**config.mk**
```make
export PLATFORM = sky130hd
export DESIGN_NAME = ratio_fit_blit_window_planner_unit
export DESIGN_NICKNAME = d
export VERILOG_FILES = /design/src/hw/rtl/rfbwp_pkg.sv /design/src/hw/rtl/rfbwp_div.sv /design/src/hw/rtl/rfbwp_ctrl.sv /design/src/hw/rtl/rfbwp_dp.sv /design/src/hw/rtl/ratio_fit_blit_window_planner_unit.sv
export SDC_FILE = /design/constraint.sdc
export NUM_CORES = 2
export LEC_CHECK = 0
export ABC_CLOCK_PERIOD_IN_PS = 7100
export CAP_MARGIN = 5
export CORE_MARGIN = 2
export CORE_UTILIZATION = 56
export CTS_CLUSTER_DIAMETER = 30
export DETAILED_ROUTE_END_ITERATION = 12
export DONT_BUFFER_PORTS = 1
export PLACE_DENSITY = 0.81
export RECOVER_POWER = 100
export SYNTH_ARGS = -nofsm -noshare
export SYNTH_HDL_FRONTEND = slang
export SYNTH_SLANG_ARGS = --single-unit
```
**constraint.sdc**
```tcl
create_clock -name aclk -period 7.1 [get_ports aclk]
set_clock_uncertainty 0.05 [all_clocks]
set_input_delay 1.065 -clock aclk [delete_from_list [all_inputs] [get_ports aclk]]
set_output_delay 1.065 -clock aclk [all_outputs]
set_load 0.05 [all_outputs]
```
**src/hw/rtl/rfbwp_pkg.sv**
```systemverilog
// shared types and constants of the blit window planner
`timescale 1ns / 1ps

package rfbwp_pkg;

    localparam int DimW   = 12;
    localparam int CoordW = 10;
    localparam int ColsW  = 9;
    localparam int RowsW  = 8;
    localparam int GlassW = 8;
    localparam int AddrW  = 5;
    localparam int DataW  = 32;

    localparam logic [2:0] REG_SURFACE_WIDTH  = 3'd0;
    localparam logic [2:0] REG_SURFACE_HEIGHT = 3'd1;
    localparam logic [2:0] REG_GLASS_X_OFFSET = 3'd2;
    localparam logic [2:0] REG_GLASS_Y_OFFSET = 3'd3;
    localparam logic [2:0] REG_PANEL_UP       = 3'd4;

    typedef enum logic [3:0] {
        ST_IDLE,
        ST_CHECK,
        ST_FIT,
        ST_PREP,
        ST_MUL,
        ST_START,
        ST_WAIT,
        ST_STORE,
        ST_FINISH,
        ST_OUT
    } ctrl_state_t;

    typedef enum logic [1:0] {
        PH_FIT,
        PH_DIV0,
        PH_DIV1
    } phase_t;

    typedef struct packed {
        logic   accept;
        logic   forget;
        logic   fit;
        logic   mul;
        logic   div_start;
        logic   store_fit;
        logic   store0;
        logic   store1;
        logic   draw;
        logic   drop;
        logic   out_load;
        phase_t phase;
    } dp_cmd_t;

    typedef struct packed {
        logic func;
        logic early_drop;
        logic need_fit;
        logic pic_bad;
        logic empty;
        logic div_busy;
    } dp_status_t;

endpackage

```
**src/hw/rtl/rfbwp_div.sv**
```systemverilog
// restoring divider, one quotient bit per cycle
`timescale 1ns / 1ps

module rfbwp_div #(
    parameter int DW = 23,
    parameter int VW = 12
) (
    input  logic          aclk,
    input  logic          aresetn,
    input  logic          start,
    input  logic [DW-1:0] dividend,
    input  logic [VW-1:0] divisor,
    output logic          busy,
    output logic [DW-1:0] quotient
);

    localparam int CntW = $clog2(DW + 1);

    logic [DW-1:0]   quot_reg, quot_next;
    logic [VW-1:0]   rem_reg, rem_next;
    logic [CntW-1:0] cnt_reg, cnt_next;
    logic            run_reg, run_next;
    logic [VW:0]     rem_shift;
    logic [VW:0]     diff;
    logic            ge;

    always_comb begin
        rem_shift = {rem_reg, quot_reg[DW-1]};
        diff      = rem_shift - {1'b0, divisor};
        ge        = (rem_shift >= {1'b0, divisor});
        quot_next = quot_reg;
        rem_next  = rem_reg;
        cnt_next  = cnt_reg;
        run_next  = run_reg;
        if (start) begin
            quot_next = dividend;
            rem_next  = '0;
            cnt_next  = CntW'(DW);
            run_next  = 1'b1;
        end else if (run_reg) begin
            quot_next = {quot_reg[DW-2:0], ge};
            rem_next  = ge ? diff[VW-1:0] : rem_shift[VW-1:0];
            cnt_next  = cnt_reg - 1'b1;
            if (cnt_reg == CntW'(1)) begin
                run_next = 1'b0;
            end
        end
    end

    always_ff @(posedge aclk) begin
        if (!aresetn) begin
            run_reg <= 1'b0;
            cnt_reg <= '0;
        end else begin
            run_reg <= run_next;
            cnt_reg <= cnt_next;
        end
    end

    always_ff @(posedge aclk) begin
        quot_reg <= quot_next;
        rem_reg  <= rem_next;
    end

    assign busy     = run_reg;
    assign quotient = quot_reg;

endmodule

```
**src/hw/rtl/rfbwp_ctrl.sv**
```systemverilog
// sequencing state machine of the blit window planner
`timescale 1ns / 1ps

module rfbwp_ctrl
    import rfbwp_pkg::*;
(
    input  logic       aclk,
    input  logic       aresetn,
    input  logic       s_tvalid,
    output logic       s_tready,
    output logic       m_tvalid,
    input  logic       m_tready,
    input  dp_status_t status,
    output dp_cmd_t    cmd
);

    ctrl_state_t state_reg, state_next;
    phase_t      phase_reg, phase_next;
    logic        m_tvalid_reg, m_tvalid_next;

    always_ff @(posedge aclk) begin
        if (!aresetn) begin
            state_reg    <= ST_IDLE;
            phase_reg    <= PH_FIT;
            m_tvalid_reg <= 1'b0;
        end else begin
            state_reg    <= state_next;
            phase_reg    <= phase_next;
            m_tvalid_reg <= m_tvalid_next;
        end
    end

    always_comb begin
        state_next    = state_reg;
        phase_next    = phase_reg;
        m_tvalid_next = m_tvalid_reg && !m_tready;
        cmd           = '0;
        cmd.phase     = phase_reg;
        s_tready      = 1'b0;
        case (state_reg)
            ST_IDLE: begin
                s_tready = 1'b1;
                if (s_tvalid) begin
                    cmd.accept = 1'b1;
                    state_next = ST_CHECK;
                end
            end
            ST_CHECK: begin
                if (status.func) begin
                    cmd.forget = 1'b1;
                    cmd.drop   = 1'b1;
                    state_next = ST_OUT;
                end else if (status.early_drop) begin
                    cmd.drop   = 1'b1;
                    state_next = ST_OUT;
                end else if (status.need_fit) begin
                    state_next = ST_FIT;
                end else begin
                    state_next = ST_PREP;
                end
            end
            ST_FIT: begin
                cmd.fit    = 1'b1;
                phase_next = PH_FIT;
                state_next = ST_MUL;
            end
            ST_PREP: begin
                if (status.pic_bad) begin
                    cmd.drop   = 1'b1;
                    state_next = ST_OUT;
                end else begin
                    phase_next = PH_DIV0;
                    state_next = ST_MUL;
                end
            end
            ST_MUL: begin
                cmd.mul    = 1'b1;
                state_next = ST_START;
            end
            ST_START: begin
                cmd.div_start = 1'b1;
                state_next    = ST_WAIT;
            end
            ST_WAIT: begin
                if (!status.div_busy) begin
                    state_next = ST_STORE;
                end
            end
            ST_STORE: begin
                case (phase_reg)
                    PH_FIT: begin
                        cmd.store_fit = 1'b1;
                        state_next    = ST_PREP;
                    end
                    PH_DIV0: begin
                        cmd.store0 = 1'b1;
                        phase_next = PH_DIV1;
                        state_next = ST_MUL;
                    end
                    PH_DIV1: begin
                        cmd.store1 = 1'b1;
                        state_next = ST_FINISH;
                    end
                    default: begin
                        state_next = ST_IDLE;
                    end
                endcase
            end
            ST_FINISH: begin
                if (status.empty) begin
                    cmd.drop = 1'b1;
                end else begin
                    cmd.draw = 1'b1;
                end
                state_next = ST_OUT;
            end
            ST_OUT: begin
                if (!m_tvalid_reg || m_tready) begin
                    cmd.out_load  = 1'b1;
                    m_tvalid_next = 1'b1;
                    state_next    = ST_IDLE;
                end
            end
            default: begin
                state_next = ST_IDLE;
            end
        endcase
    end

    assign m_tvalid = m_tvalid_reg;

endmodule

```
**src/hw/rtl/rfbwp_dp.sv**
```systemverilog
// fit, mapping and window tracking datapath
`timescale 1ns / 1ps

module rfbwp_dp
    import rfbwp_pkg::*;
#(
    parameter int PANEL_WIDTH  = 320,
    parameter int PANEL_HEIGHT = 172
) (
    input  logic              aclk,
    input  logic              aresetn,
    input  dp_cmd_t           cmd,
    output dp_status_t        status,
    input  logic              in_func,
    input  logic [DimW-1:0]   in_x,
    input  logic [DimW-1:0]   in_y,
    input  logic [DimW-1:0]   in_w,
    input  logic [DimW-1:0]   in_h,
    input  logic [DimW-1:0]   surface_width,
    input  logic [DimW-1:0]   surface_height,
    input  logic [GlassW-1:0] glass_x_offset,
    input  logic [GlassW-1:0] glass_y_offset,
    input  logic              panel_up,
    output logic              out_status,
    output logic              out_clear_first,
    output logic              out_new_window,
    output logic [CoordW-1:0] out_win_col_start,
    output logic [CoordW-1:0] out_win_row_start,
    output logic [CoordW-1:0] out_win_col_end,
    output logic [CoordW-1:0] out_win_row_end,
    output logic [ColsW-1:0]  out_cols,
    output logic [RowsW-1:0]  out_rows
);

    localparam int CW   = $clog2(PANEL_WIDTH + 1);
    localparam int RW   = $clog2(PANEL_HEIGHT + 1);
    localparam int PMax = (PANEL_WIDTH > PANEL_HEIGHT) ? PANEL_WIDTH : PANEL_HEIGHT;
    localparam int NW   = $clog2(PMax + 1);
    localparam int AW   = DimW + 1;
    localparam int DW   = AW + NW;
    localparam int FW   = DimW + NW;

    // item
    logic            func_reg;
    logic [DimW-1:0] x_reg, y_reg, w_reg, h_reg;
    logic            cleared_reg;

    // fit
    logic [DimW-1:0] fitted_w_reg, fitted_h_reg;
    logic [NW-1:0]   scale_num_reg;
    logic [DimW-1:0] scale_den_reg;
    logic [CW-1:0]   pic_w_reg, margin_left_reg;
    logic [RW-1:0]   pic_h_reg, margin_top_reg;

    // tracked window
    logic [CW-1:0] track_col_start_reg, track_col_end_reg;
    logic [RW-1:0] track_row_end_reg, track_next_row_reg;
    logic          track_live_reg;

    // mapped rectangle
    logic [CW-1:0] ox0_reg, ox1_reg;
    logic [RW-1:0] oy0_reg, oy1_reg;

    // divider lanes
    logic [AW-1:0] a0, a1;
    logic [DW-1:0] prod0_reg, prod1_reg;
    logic [DW-1:0] q0, q1;
    logic          busy0, busy1;

    // result held until the output slot frees
    logic              res_status_reg, res_clear_reg, res_new_reg;
    logic [CoordW-1:0] res_cs_reg, res_rs_reg, res_ce_reg, res_re_reg;
    logic [ColsW-1:0]  res_cols_reg;
    logic [RowsW-1:0]  res_rows_reg;

    logic [FW-1:0] cross_w, cross_h;
    logic          take_w;
    logic [CW-1:0] pw_c, ox_c;
    logic [RW-1:0] ph_c, oy_c;
    logic [CW-1:0] cx0, cx1, cols;
    logic [RW-1:0] cy0, cy1, rows, base_row, row_end_new;
    logic [RW:0]   next_row;
    logic          fresh;

    always_comb begin
        cross_w = FW'(PANEL_WIDTH) * FW'(surface_height);
        cross_h = FW'(PANEL_HEIGHT) * FW'(surface_width);
        take_w  = (cross_w <= cross_h);
        case (cmd.phase)
            PH_DIV0: begin
                a0 = AW'(x_reg);
                a1 = AW'(y_reg);
            end
            PH_DIV1: begin
                a0 = AW'(x_reg) + AW'(w_reg);
                a1 = AW'(y_reg) + AW'(h_reg);
            end
            default: begin
                a0 = AW'(fitted_w_reg);
                a1 = AW'(fitted_h_reg);
            end
        endcase
        pw_c = (q0 > DW'(PANEL_WIDTH)) ? CW'(PANEL_WIDTH) : CW'(q0);
        ph_c = (q1 > DW'(PANEL_HEIGHT)) ? RW'(PANEL_HEIGHT) : RW'(q1);
        ox_c = (q0 > DW'(pic_w_reg)) ? pic_w_reg : CW'(q0);
        oy_c = (q1 > DW'(pic_h_reg)) ? pic_h_reg : RW'(q1);

        cx0  = margin_left_reg + ox0_reg;
        cx1  = margin_left_reg + ox1_reg - 1'b1;
        cy0  = margin_top_reg + oy0_reg;
        cy1  = margin_top_reg + oy1_reg - 1'b1;
        cols = ox1_reg - ox0_reg;
        rows = oy1_reg - oy0_reg;
        fresh = !(track_live_reg && cx0 == track_col_start_reg
                  && cx1 == track_col_end_reg && cy0 == track_next_row_reg
                  && cy1 <= track_row_end_reg);
        base_row    = fresh ? cy0 : track_next_row_reg;
        row_end_new = fresh ? cy1 : track_row_end_reg;
        next_row    = (RW + 1)'(base_row) + (RW + 1)'(rows);
    end

    always_comb begin
        status.func       = func_reg;
        status.early_drop = !panel_up || w_reg == '0 || h_reg == '0;
        status.need_fit   = !(surface_width == fitted_w_reg && surface_height == fitted_h_reg)
                            && surface_width != '0 && surface_height != '0;
        status.pic_bad    = pic_w_reg == '0 || pic_h_reg == '0
                            || x_reg >= fitted_w_reg || y_reg >= fitted_h_reg;
        status.empty      = ox1_reg <= ox0_reg || oy1_reg <= oy0_reg;
        status.div_busy   = busy0 || busy1;
    end

    rfbwp_div #(.DW(DW), .VW(DimW)) u_div_col (
        .aclk     (aclk),
        .aresetn  (aresetn),
        .start    (cmd.div_start),
        .dividend (prod0_reg),
        .divisor  (scale_den_reg),
        .busy     (busy0),
        .quotient (q0)
    );

    rfbwp_div #(.DW(DW), .VW(DimW)) u_div_row (
        .aclk     (aclk),
        .aresetn  (aresetn),
        .start    (cmd.div_start),
        .dividend (prod1_reg),
        .divisor  (scale_den_reg),
        .busy     (busy1),
        .quotient (q1)
    );

    // state with reset values
    always_ff @(posedge aclk) begin
        if (!aresetn) begin
            cleared_reg         <= 1'b0;
            fitted_w_reg        <= '0;
            fitted_h_reg        <= '0;
            scale_num_reg       <= NW'(1);
            scale_den_reg       <= DimW'(1);
            pic_w_reg           <= '0;
            pic_h_reg           <= '0;
            margin_left_reg     <= '0;
            margin_top_reg      <= '0;
            track_col_start_reg <= '0;
            track_col_end_reg   <= '0;
            track_row_end_reg   <= '0;
            track_next_row_reg  <= '0;
            track_live_reg      <= 1'b0;
        end else begin
            if (cmd.accept) begin
                cleared_reg <= 1'b0;
            end
            if (cmd.forget) begin
                track_live_reg <= 1'b0;
            end
            if (cmd.fit) begin
                cleared_reg    <= 1'b1;
                fitted_w_reg   <= surface_width;
                fitted_h_reg   <= surface_height;
                scale_num_reg  <= take_w ? NW'(PANEL_WIDTH) : NW'(PANEL_HEIGHT);
                scale_den_reg  <= take_w ? surface_width : surface_height;
                track_live_reg <= 1'b0;
            end
            if (cmd.store_fit) begin
                pic_w_reg       <= pw_c;
                pic_h_reg       <= ph_c;
                margin_left_reg <= (CW'(PANEL_WIDTH) - pw_c) >> 1;
                margin_top_reg  <= (RW'(PANEL_HEIGHT) - ph_c) >> 1;
            end
            if (cmd.draw) begin
                if (fresh) begin
                    track_col_start_reg <= cx0;
                    track_col_end_reg   <= cx1;
                    track_row_end_reg   <= cy1;
                end
                track_next_row_reg <= RW'(next_row);
                track_live_reg     <= !(next_row > (RW + 1)'(row_end_new));
            end
        end
    end

    // payload
    always_ff @(posedge aclk) begin
        if (cmd.accept) begin
            func_reg <= in_func;
            x_reg    <= in_x;
            y_reg    <= in_y;
            w_reg    <= in_w;
            h_reg    <= in_h;
        end
        if (cmd.mul) begin
            prod0_reg <= DW'(a0) * DW'(scale_num_reg);
            prod1_reg <= DW'(a1) * DW'(scale_num_reg);
        end
        if (cmd.store0) begin
            ox0_reg <= ox_c;
            oy0_reg <= oy_c;
        end
        if (cmd.store1) begin
            ox1_reg <= ox_c;
            oy1_reg <= oy_c;
        end
        if (cmd.drop) begin
            res_status_reg <= 1'b1;
            res_clear_reg  <= cleared_reg;
            res_new_reg    <= 1'b0;
            res_cs_reg     <= '0;
            res_rs_reg     <= '0;
            res_ce_reg     <= '0;
            res_re_reg     <= '0;
            res_cols_reg   <= '0;
            res_rows_reg   <= '0;
        end
        if (cmd.draw) begin
            res_status_reg <= 1'b0;
            res_clear_reg  <= cleared_reg;
            res_new_reg    <= fresh;
            res_cs_reg     <= CoordW'(cx0) + CoordW'(glass_x_offset);
            res_rs_reg     <= CoordW'(cy0) + CoordW'(glass_y_offset);
            res_ce_reg     <= CoordW'(cx1) + CoordW'(glass_x_offset);
            res_re_reg     <= CoordW'(cy1) + CoordW'(glass_y_offset);
            res_cols_reg   <= ColsW'(cols);
            res_rows_reg   <= RowsW'(rows);
        end
        if (cmd.out_load) begin
            out_status        <= res_status_reg;
            out_clear_first   <= res_clear_reg;
            out_new_window    <= res_new_reg;
            out_win_col_start <= res_cs_reg;
            out_win_row_start <= res_rs_reg;
            out_win_col_end   <= res_ce_reg;
            out_win_row_end   <= res_re_reg;
            out_cols          <= res_cols_reg;
            out_rows          <= res_rows_reg;
        end
    end

endmodule

```
**src/hw/rtl/ratio_fit_blit_window_planner_unit.sv**
```systemverilog
// Blit window planner: takes one blit rectangle or window-forget request at a
// time and returns one result per request. Each rectangle that reaches the
// mapping runs two division rounds, and one that triggers a refit of a changed
// surface size runs one more before them. The rounds use two restoring
// dividers (column and row lane), which produce one quotient bit per cycle of
// a 22-bit quotient. Forget requests and early drops go from the check straight
// to the output. Rectangles dropped at the fit check skip the mapping rounds,
// but after a refit they still run the fit round. The next request can be
// accepted in the cycle after a result is loaded. A new request is taken while
// the previous result still waits in the output register.
// Configuration is read and written over the register port; write it only
// while the block is idle.
`timescale 1ns / 1ps

module ratio_fit_blit_window_planner_unit
    import rfbwp_pkg::*;
#(
    parameter int PANEL_WIDTH  = 320,
    parameter int PANEL_HEIGHT = 172
) (
    input  logic             aclk,
    input  logic             aresetn,
    // request channel
    input  logic             s_tvalid,
    output logic             s_tready,
    input  logic [47:0]      s_tdata,   // rect_x, rect_y, rect_w, rect_h
    input  logic             s_tuser,   // func
    // result channel
    output logic             m_tvalid,
    input  logic             m_tready,
    // clear_first, new_window, win_col_start, win_row_start, win_col_end,
    // win_row_end, out_cols, out_rows, zero fill
    output logic [63:0]      m_tdata,
    output logic             m_tuser,   // status
    // register port
    input  logic             psel,
    input  logic             penable,
    input  logic             pwrite,
    input  logic [AddrW-1:0] paddr,
    input  logic [DataW-1:0] pwdata,
    output logic [DataW-1:0] prdata,
    output logic             pready
);

    logic [DimW-1:0]   surface_width_reg, surface_height_reg;
    logic [GlassW-1:0] glass_x_offset_reg, glass_y_offset_reg;
    logic              panel_up_reg;
    logic [2:0]        reg_index;
    logic              cfg_write;

    dp_cmd_t    cmd;
    dp_status_t status;

    logic              out_status, out_clear_first, out_new_window;
    logic [CoordW-1:0] out_win_col_start, out_win_row_start;
    logic [CoordW-1:0] out_win_col_end, out_win_row_end;
    logic [ColsW-1:0]  out_cols;
    logic [RowsW-1:0]  out_rows;

    assign pready    = 1'b1;
    assign reg_index = paddr[4:2];
    assign cfg_write = psel && penable && pwrite && pready;

    always_ff @(posedge aclk) begin
        if (!aresetn) begin
            surface_width_reg  <= '0;
            surface_height_reg <= '0;
            glass_x_offset_reg <= '0;
            glass_y_offset_reg <= '0;
            panel_up_reg       <= 1'b0;
        end else if (cfg_write) begin
            case (reg_index)
                REG_SURFACE_WIDTH:  surface_width_reg  <= pwdata[DimW-1:0];
                REG_SURFACE_HEIGHT: surface_height_reg <= pwdata[DimW-1:0];
                REG_GLASS_X_OFFSET: glass_x_offset_reg <= pwdata[GlassW-1:0];
                REG_GLASS_Y_OFFSET: glass_y_offset_reg <= pwdata[GlassW-1:0];
                REG_PANEL_UP:       panel_up_reg       <= pwdata[0];
                default: begin
                end
            endcase
        end
    end

    always_comb begin
        case (reg_index)
            REG_SURFACE_WIDTH:  prdata = DataW'(surface_width_reg);
            REG_SURFACE_HEIGHT: prdata = DataW'(surface_height_reg);
            REG_GLASS_X_OFFSET: prdata = DataW'(glass_x_offset_reg);
            REG_GLASS_Y_OFFSET: prdata = DataW'(glass_y_offset_reg);
            REG_PANEL_UP:       prdata = DataW'(panel_up_reg);
            default:            prdata = '0;
        endcase
    end

    rfbwp_ctrl u_ctrl (
        .aclk     (aclk),
        .aresetn  (aresetn),
        .s_tvalid (s_tvalid),
        .s_tready (s_tready),
        .m_tvalid (m_tvalid),
        .m_tready (m_tready),
        .status   (status),
        .cmd      (cmd)
    );

    rfbwp_dp #(
        .PANEL_WIDTH  (PANEL_WIDTH),
        .PANEL_HEIGHT (PANEL_HEIGHT)
    ) u_dp (
        .aclk              (aclk),
        .aresetn           (aresetn),
        .cmd               (cmd),
        .status            (status),
        .in_func           (s_tuser),
        .in_x              (s_tdata[11:0]),
        .in_y              (s_tdata[23:12]),
        .in_w              (s_tdata[35:24]),
        .in_h              (s_tdata[47:36]),
        .surface_width     (surface_width_reg),
        .surface_height    (surface_height_reg),
        .glass_x_offset    (glass_x_offset_reg),
        .glass_y_offset    (glass_y_offset_reg),
        .panel_up          (panel_up_reg),
        .out_status        (out_status),
        .out_clear_first   (out_clear_first),
        .out_new_window    (out_new_window),
        .out_win_col_start (out_win_col_start),
        .out_win_row_start (out_win_row_start),
        .out_win_col_end   (out_win_col_end),
        .out_win_row_end   (out_win_row_end),
        .out_cols          (out_cols),
        .out_rows          (out_rows)
    );

    assign m_tuser = out_status;
    assign m_tdata = {5'b0, out_rows, out_cols, out_win_row_end, out_win_col_end,
                      out_win_row_start, out_win_col_start, out_new_window,
                      out_clear_first};

endmodule

```
==> results.json <==
{
  "whs_ns": 0.363,
  "ys_warn_count": 0,
  "avgViaCountPerCell": 5.75,
  "die_area_um2": 65000,
  "grt_first_pass_wirelength_um": 137000,
  "area_delta_synth_final_pct": 11.2,
  "cts_tree": "yes",
  "final_cell_mix": "467 x inv_1, 424 x ha_1, 342 x nand2_1",
  "die_width_um": 255,
  "swShare_pct": 25.5,
  "netlist_area_um2": 35300,
  "portBuffers": 0,
  "reg2reg_slack_ns": 0.30,
  "layout-drive-gt1-share_pct": 6.29,
  "crit_end": "u_dp.scale_den_reg[11]",
  "rsz0062_at_grt": "false",
  "critical_path_class": "flip-flop to flip-flop",
  "slew_viol_final": 489,
  "gp_congestion": 0.960,
  "drt_first_pass_iters": 6,
  "synth_edf_count": 286,
  "avgSynthCellArea_um2": 9.67,
  "cts_max_level": 3,
  "leakagePower_nw": 17.2,
  "synth_async_sr_flop_share_pct": 0,
  "r2r-end": "u_dp.scale_den_reg[11]",
  "fillers": 4795,
  "critPathLaunchType": "flip-flop",
  "p_switching_mw": 2.14,
  "synthFlopType": "edfxtp_1",
  "setup_tns_ns": 0,
  "maxCapViolations": 11,
  "hp-class": "flip-flop to flip-flop",
  "final.min_clock_period_ns": 6.80,
  "violations": "capacitance limit, slew limit",
  "grt_max_degree": 79,
  "power.density_nw_per_um2": 214,
  "seq_power_share_pct": 38.4,
  "seq_area_frac_synth_pct": 35.3,
  "reg2reg_depth": 23,
  "period_share_pct": 95.8,
  "crit_fanout": 14,
  "tightestPinTransition_ns": 3.99,
  "clk_latency_ns": 0.64,
  "seq_area_um2": 12400,
  "root_buffer": "clkbuf_16",
  "initialDrtViolationCount": 2184,
  "nets": 4316,
  "arrival_ns": 7.22,
  "cp_data_required_time_ns": 7.52,
  "multiInputGateArea_um2": 20500,
  "r2r-start": "surface_width_reg[3]",
  "grt-ovfl-total": 0,
  "ios": 193,
  "ys_seq_elements": 478,
  "comb_power_share_pct": 9.4,
  "die_h_um": 255,
  "ys_types": 89,
  "clock_sinks": 478,
  "setup_viol": 0,
  "antenna_found_initial": 3,
  "numCtsBuffers": 91,
  "grt_usage_pct": 26.5,
  "cp-end-kind": "flip-flop",
  "fp-row-count": 91,
  "first_global_vias": 26200,
  "drtAntennaViolNets": 0,
  "remaining_drc_errors": 0,
  "wl_per_cell_um": 18.5,
  "cts_hold_buf": 0,
  "status": "finished, violations left",
  "clkPwrFrac_pct": 52.2,
  "cp-startpoint": "surface_width_reg[3]",
  "syn_inst": 3644,
  "hold_violations": 0,
  "vias": 26300,
  "clockBufferDepth": 3,
  "fmax_mhz": 147,
  "max-vdd-ir-drop_v": 0.000200,
  "mostFrequentLayoutCell": "inv_1",
  "dp_hpwl_um": 62900,
  "initial_utilization_pct": 56.9,
  "core-area_um2": 61900,
  "p_int_mw": 6.24,
  "wl_um": 84500,
  "cts.clk_slew.worst_paths_ns": 0.05,
  "slew_headroom_pct": -166
}
[power groups by stage]
stage	Clock, mW	Combinational [mW]	Sequential, mW
2_1_floorplan	0	0.647	3.23
3_3_place_gp	0	0.749	3.25
3_5_place_dp	0	0.766	3.26
4_1_cts	4.41	0.779	3.21
5_1_grt	4.56	0.866	3.23
6_report	4.37	0.785	3.22
[routing by layer]
| layer | GRT usage [%] | up-vias | routed length, um |
|---|---|---|---|
| met1 | 33.5 | 12600 | 35300 |
| met2 | 44.4 | 921 | 39800 |
| met5 | 0 | - | 0 |
| met4 | 11.5 | 0 | 3780 |
| met3 | 5.00 | 218 | 5570 |
| li1 | - | 12600 | - |
[Yosys cell counts, drive strengths merged, types with 49 or more instances]
cell,instances,area (um2)
inv,468,1760
ha,424,5310
nand2,342,1280
edfxtp,286,8590
a21oi,222,1110
nor2,218,818
dfxtp,192,3840
fa,139,2780
xnor2,137,1200
o21ai,127,636
mux2i,126,1260
clkbuf,101,379
nor2b,98,621
nor3,74,370
nand3,56,280
xor2,55,482
buf,49,327
[worst min-delay path by stage]
stage | depth (start not counted) | slack, ns | start | to
finish | 0 | 0.36 | u_dp.res_ce_reg[2] | u_dp.out_win_col_end[2]
global route | 0 | 0.37 | u_dp.res_ce_reg[9] | u_dp.out_win_col_end[9]
CTS | 0 | 0.36 | u_dp.res_rs_reg[4] | u_dp.out_win_row_start[4]
detailed placement | 0 | 0.36 | u_dp.res_cs_reg[6] | u_dp.out_win_col_start[6]
global placement | 0 | 0.35 | u_dp.res_cols_reg[0] | u_dp.out_cols[0]
floorplan | 0 | 0.35 | u_dp.res_clear_reg | u_dp.out_clear_first
[stage by stage]
| stage | instance area, um2 | setup slack, ns | cells | util [%] | power, mW |
|---|---|---|---|---|---|
| 2_1_floorplan | 35400 | 0.713 | 3670 | - | 3.88 |
| 3_3_place_gp | 36100 | 0.173 | 4404 | 58.3 | 4.00 |
| 3_5_place_dp | 36100 | 0.102 | 4404 | 58.3 | 4.03 |
| 4_1_cts | 39300 | 0.0420 | 4575 | 63.4 | 8.40 |
| 5_1_grt | 39200 | 0.00196 | 4578 | 63.3 | 8.66 |
| 6_report | 39200 | 0.300 | 4578 | 63.3 | 8.37 |
[critical path, cell delays in order (launching register included)]
cell	delay (ns)
dfxtp_1	0.70
ha_1	0.34
ha_1	0.28
inv_1	0.05
fa_1	0.58
inv_1	0.05
ha_1	0.28
a21o_1	0.18
a21oi_1	0.24
o21bai_1	0.13
a31oi_1	0.38
o211ai_1	0.20
a31o_2	0.26
a21oi_1	0.16
xor2_1	0.11
ha_1	0.29
nand2_1	0.06
nor3_1	0.35
nand4_1	0.15
o32ai_1	0.30
o22a_1	0.19
clkbuf_1	0.91
mux2i_1	0.30
a21oi_1	0.10
[area by class of cell]
cell class,instances,share of cell area [%]
antenna,3,0.0192
clock buffer,111,6.24
clock inverter,60,1.83
inverter,469,4.50
multi-input combinational,2573,52.4
sequential,478,31.7
tap,837,2.67
timing repair buffer,47,0.664
[kinds of logic (layout without fill, tap and decap cells)]
logic type	after synthesis	in the layout	share of synthesized area [%]
fa+ha+maj	563	563	22.9
other cells	2	31	0.0213
compound gates	645	645	11.8
buf+inv	619	687	7.00
mux	157	157	4.79
flops	478	478	35.3
xor+xnor	194	194	4.90
simple gates	986	986	13.3
[what timing repair did]
action / in CTS / in global routing
setup buffers: 0 / 0
resized for setup: 0 / 19
endpoints found under the setup margin: 0 / 9
(Power assumes the default switching activity.)
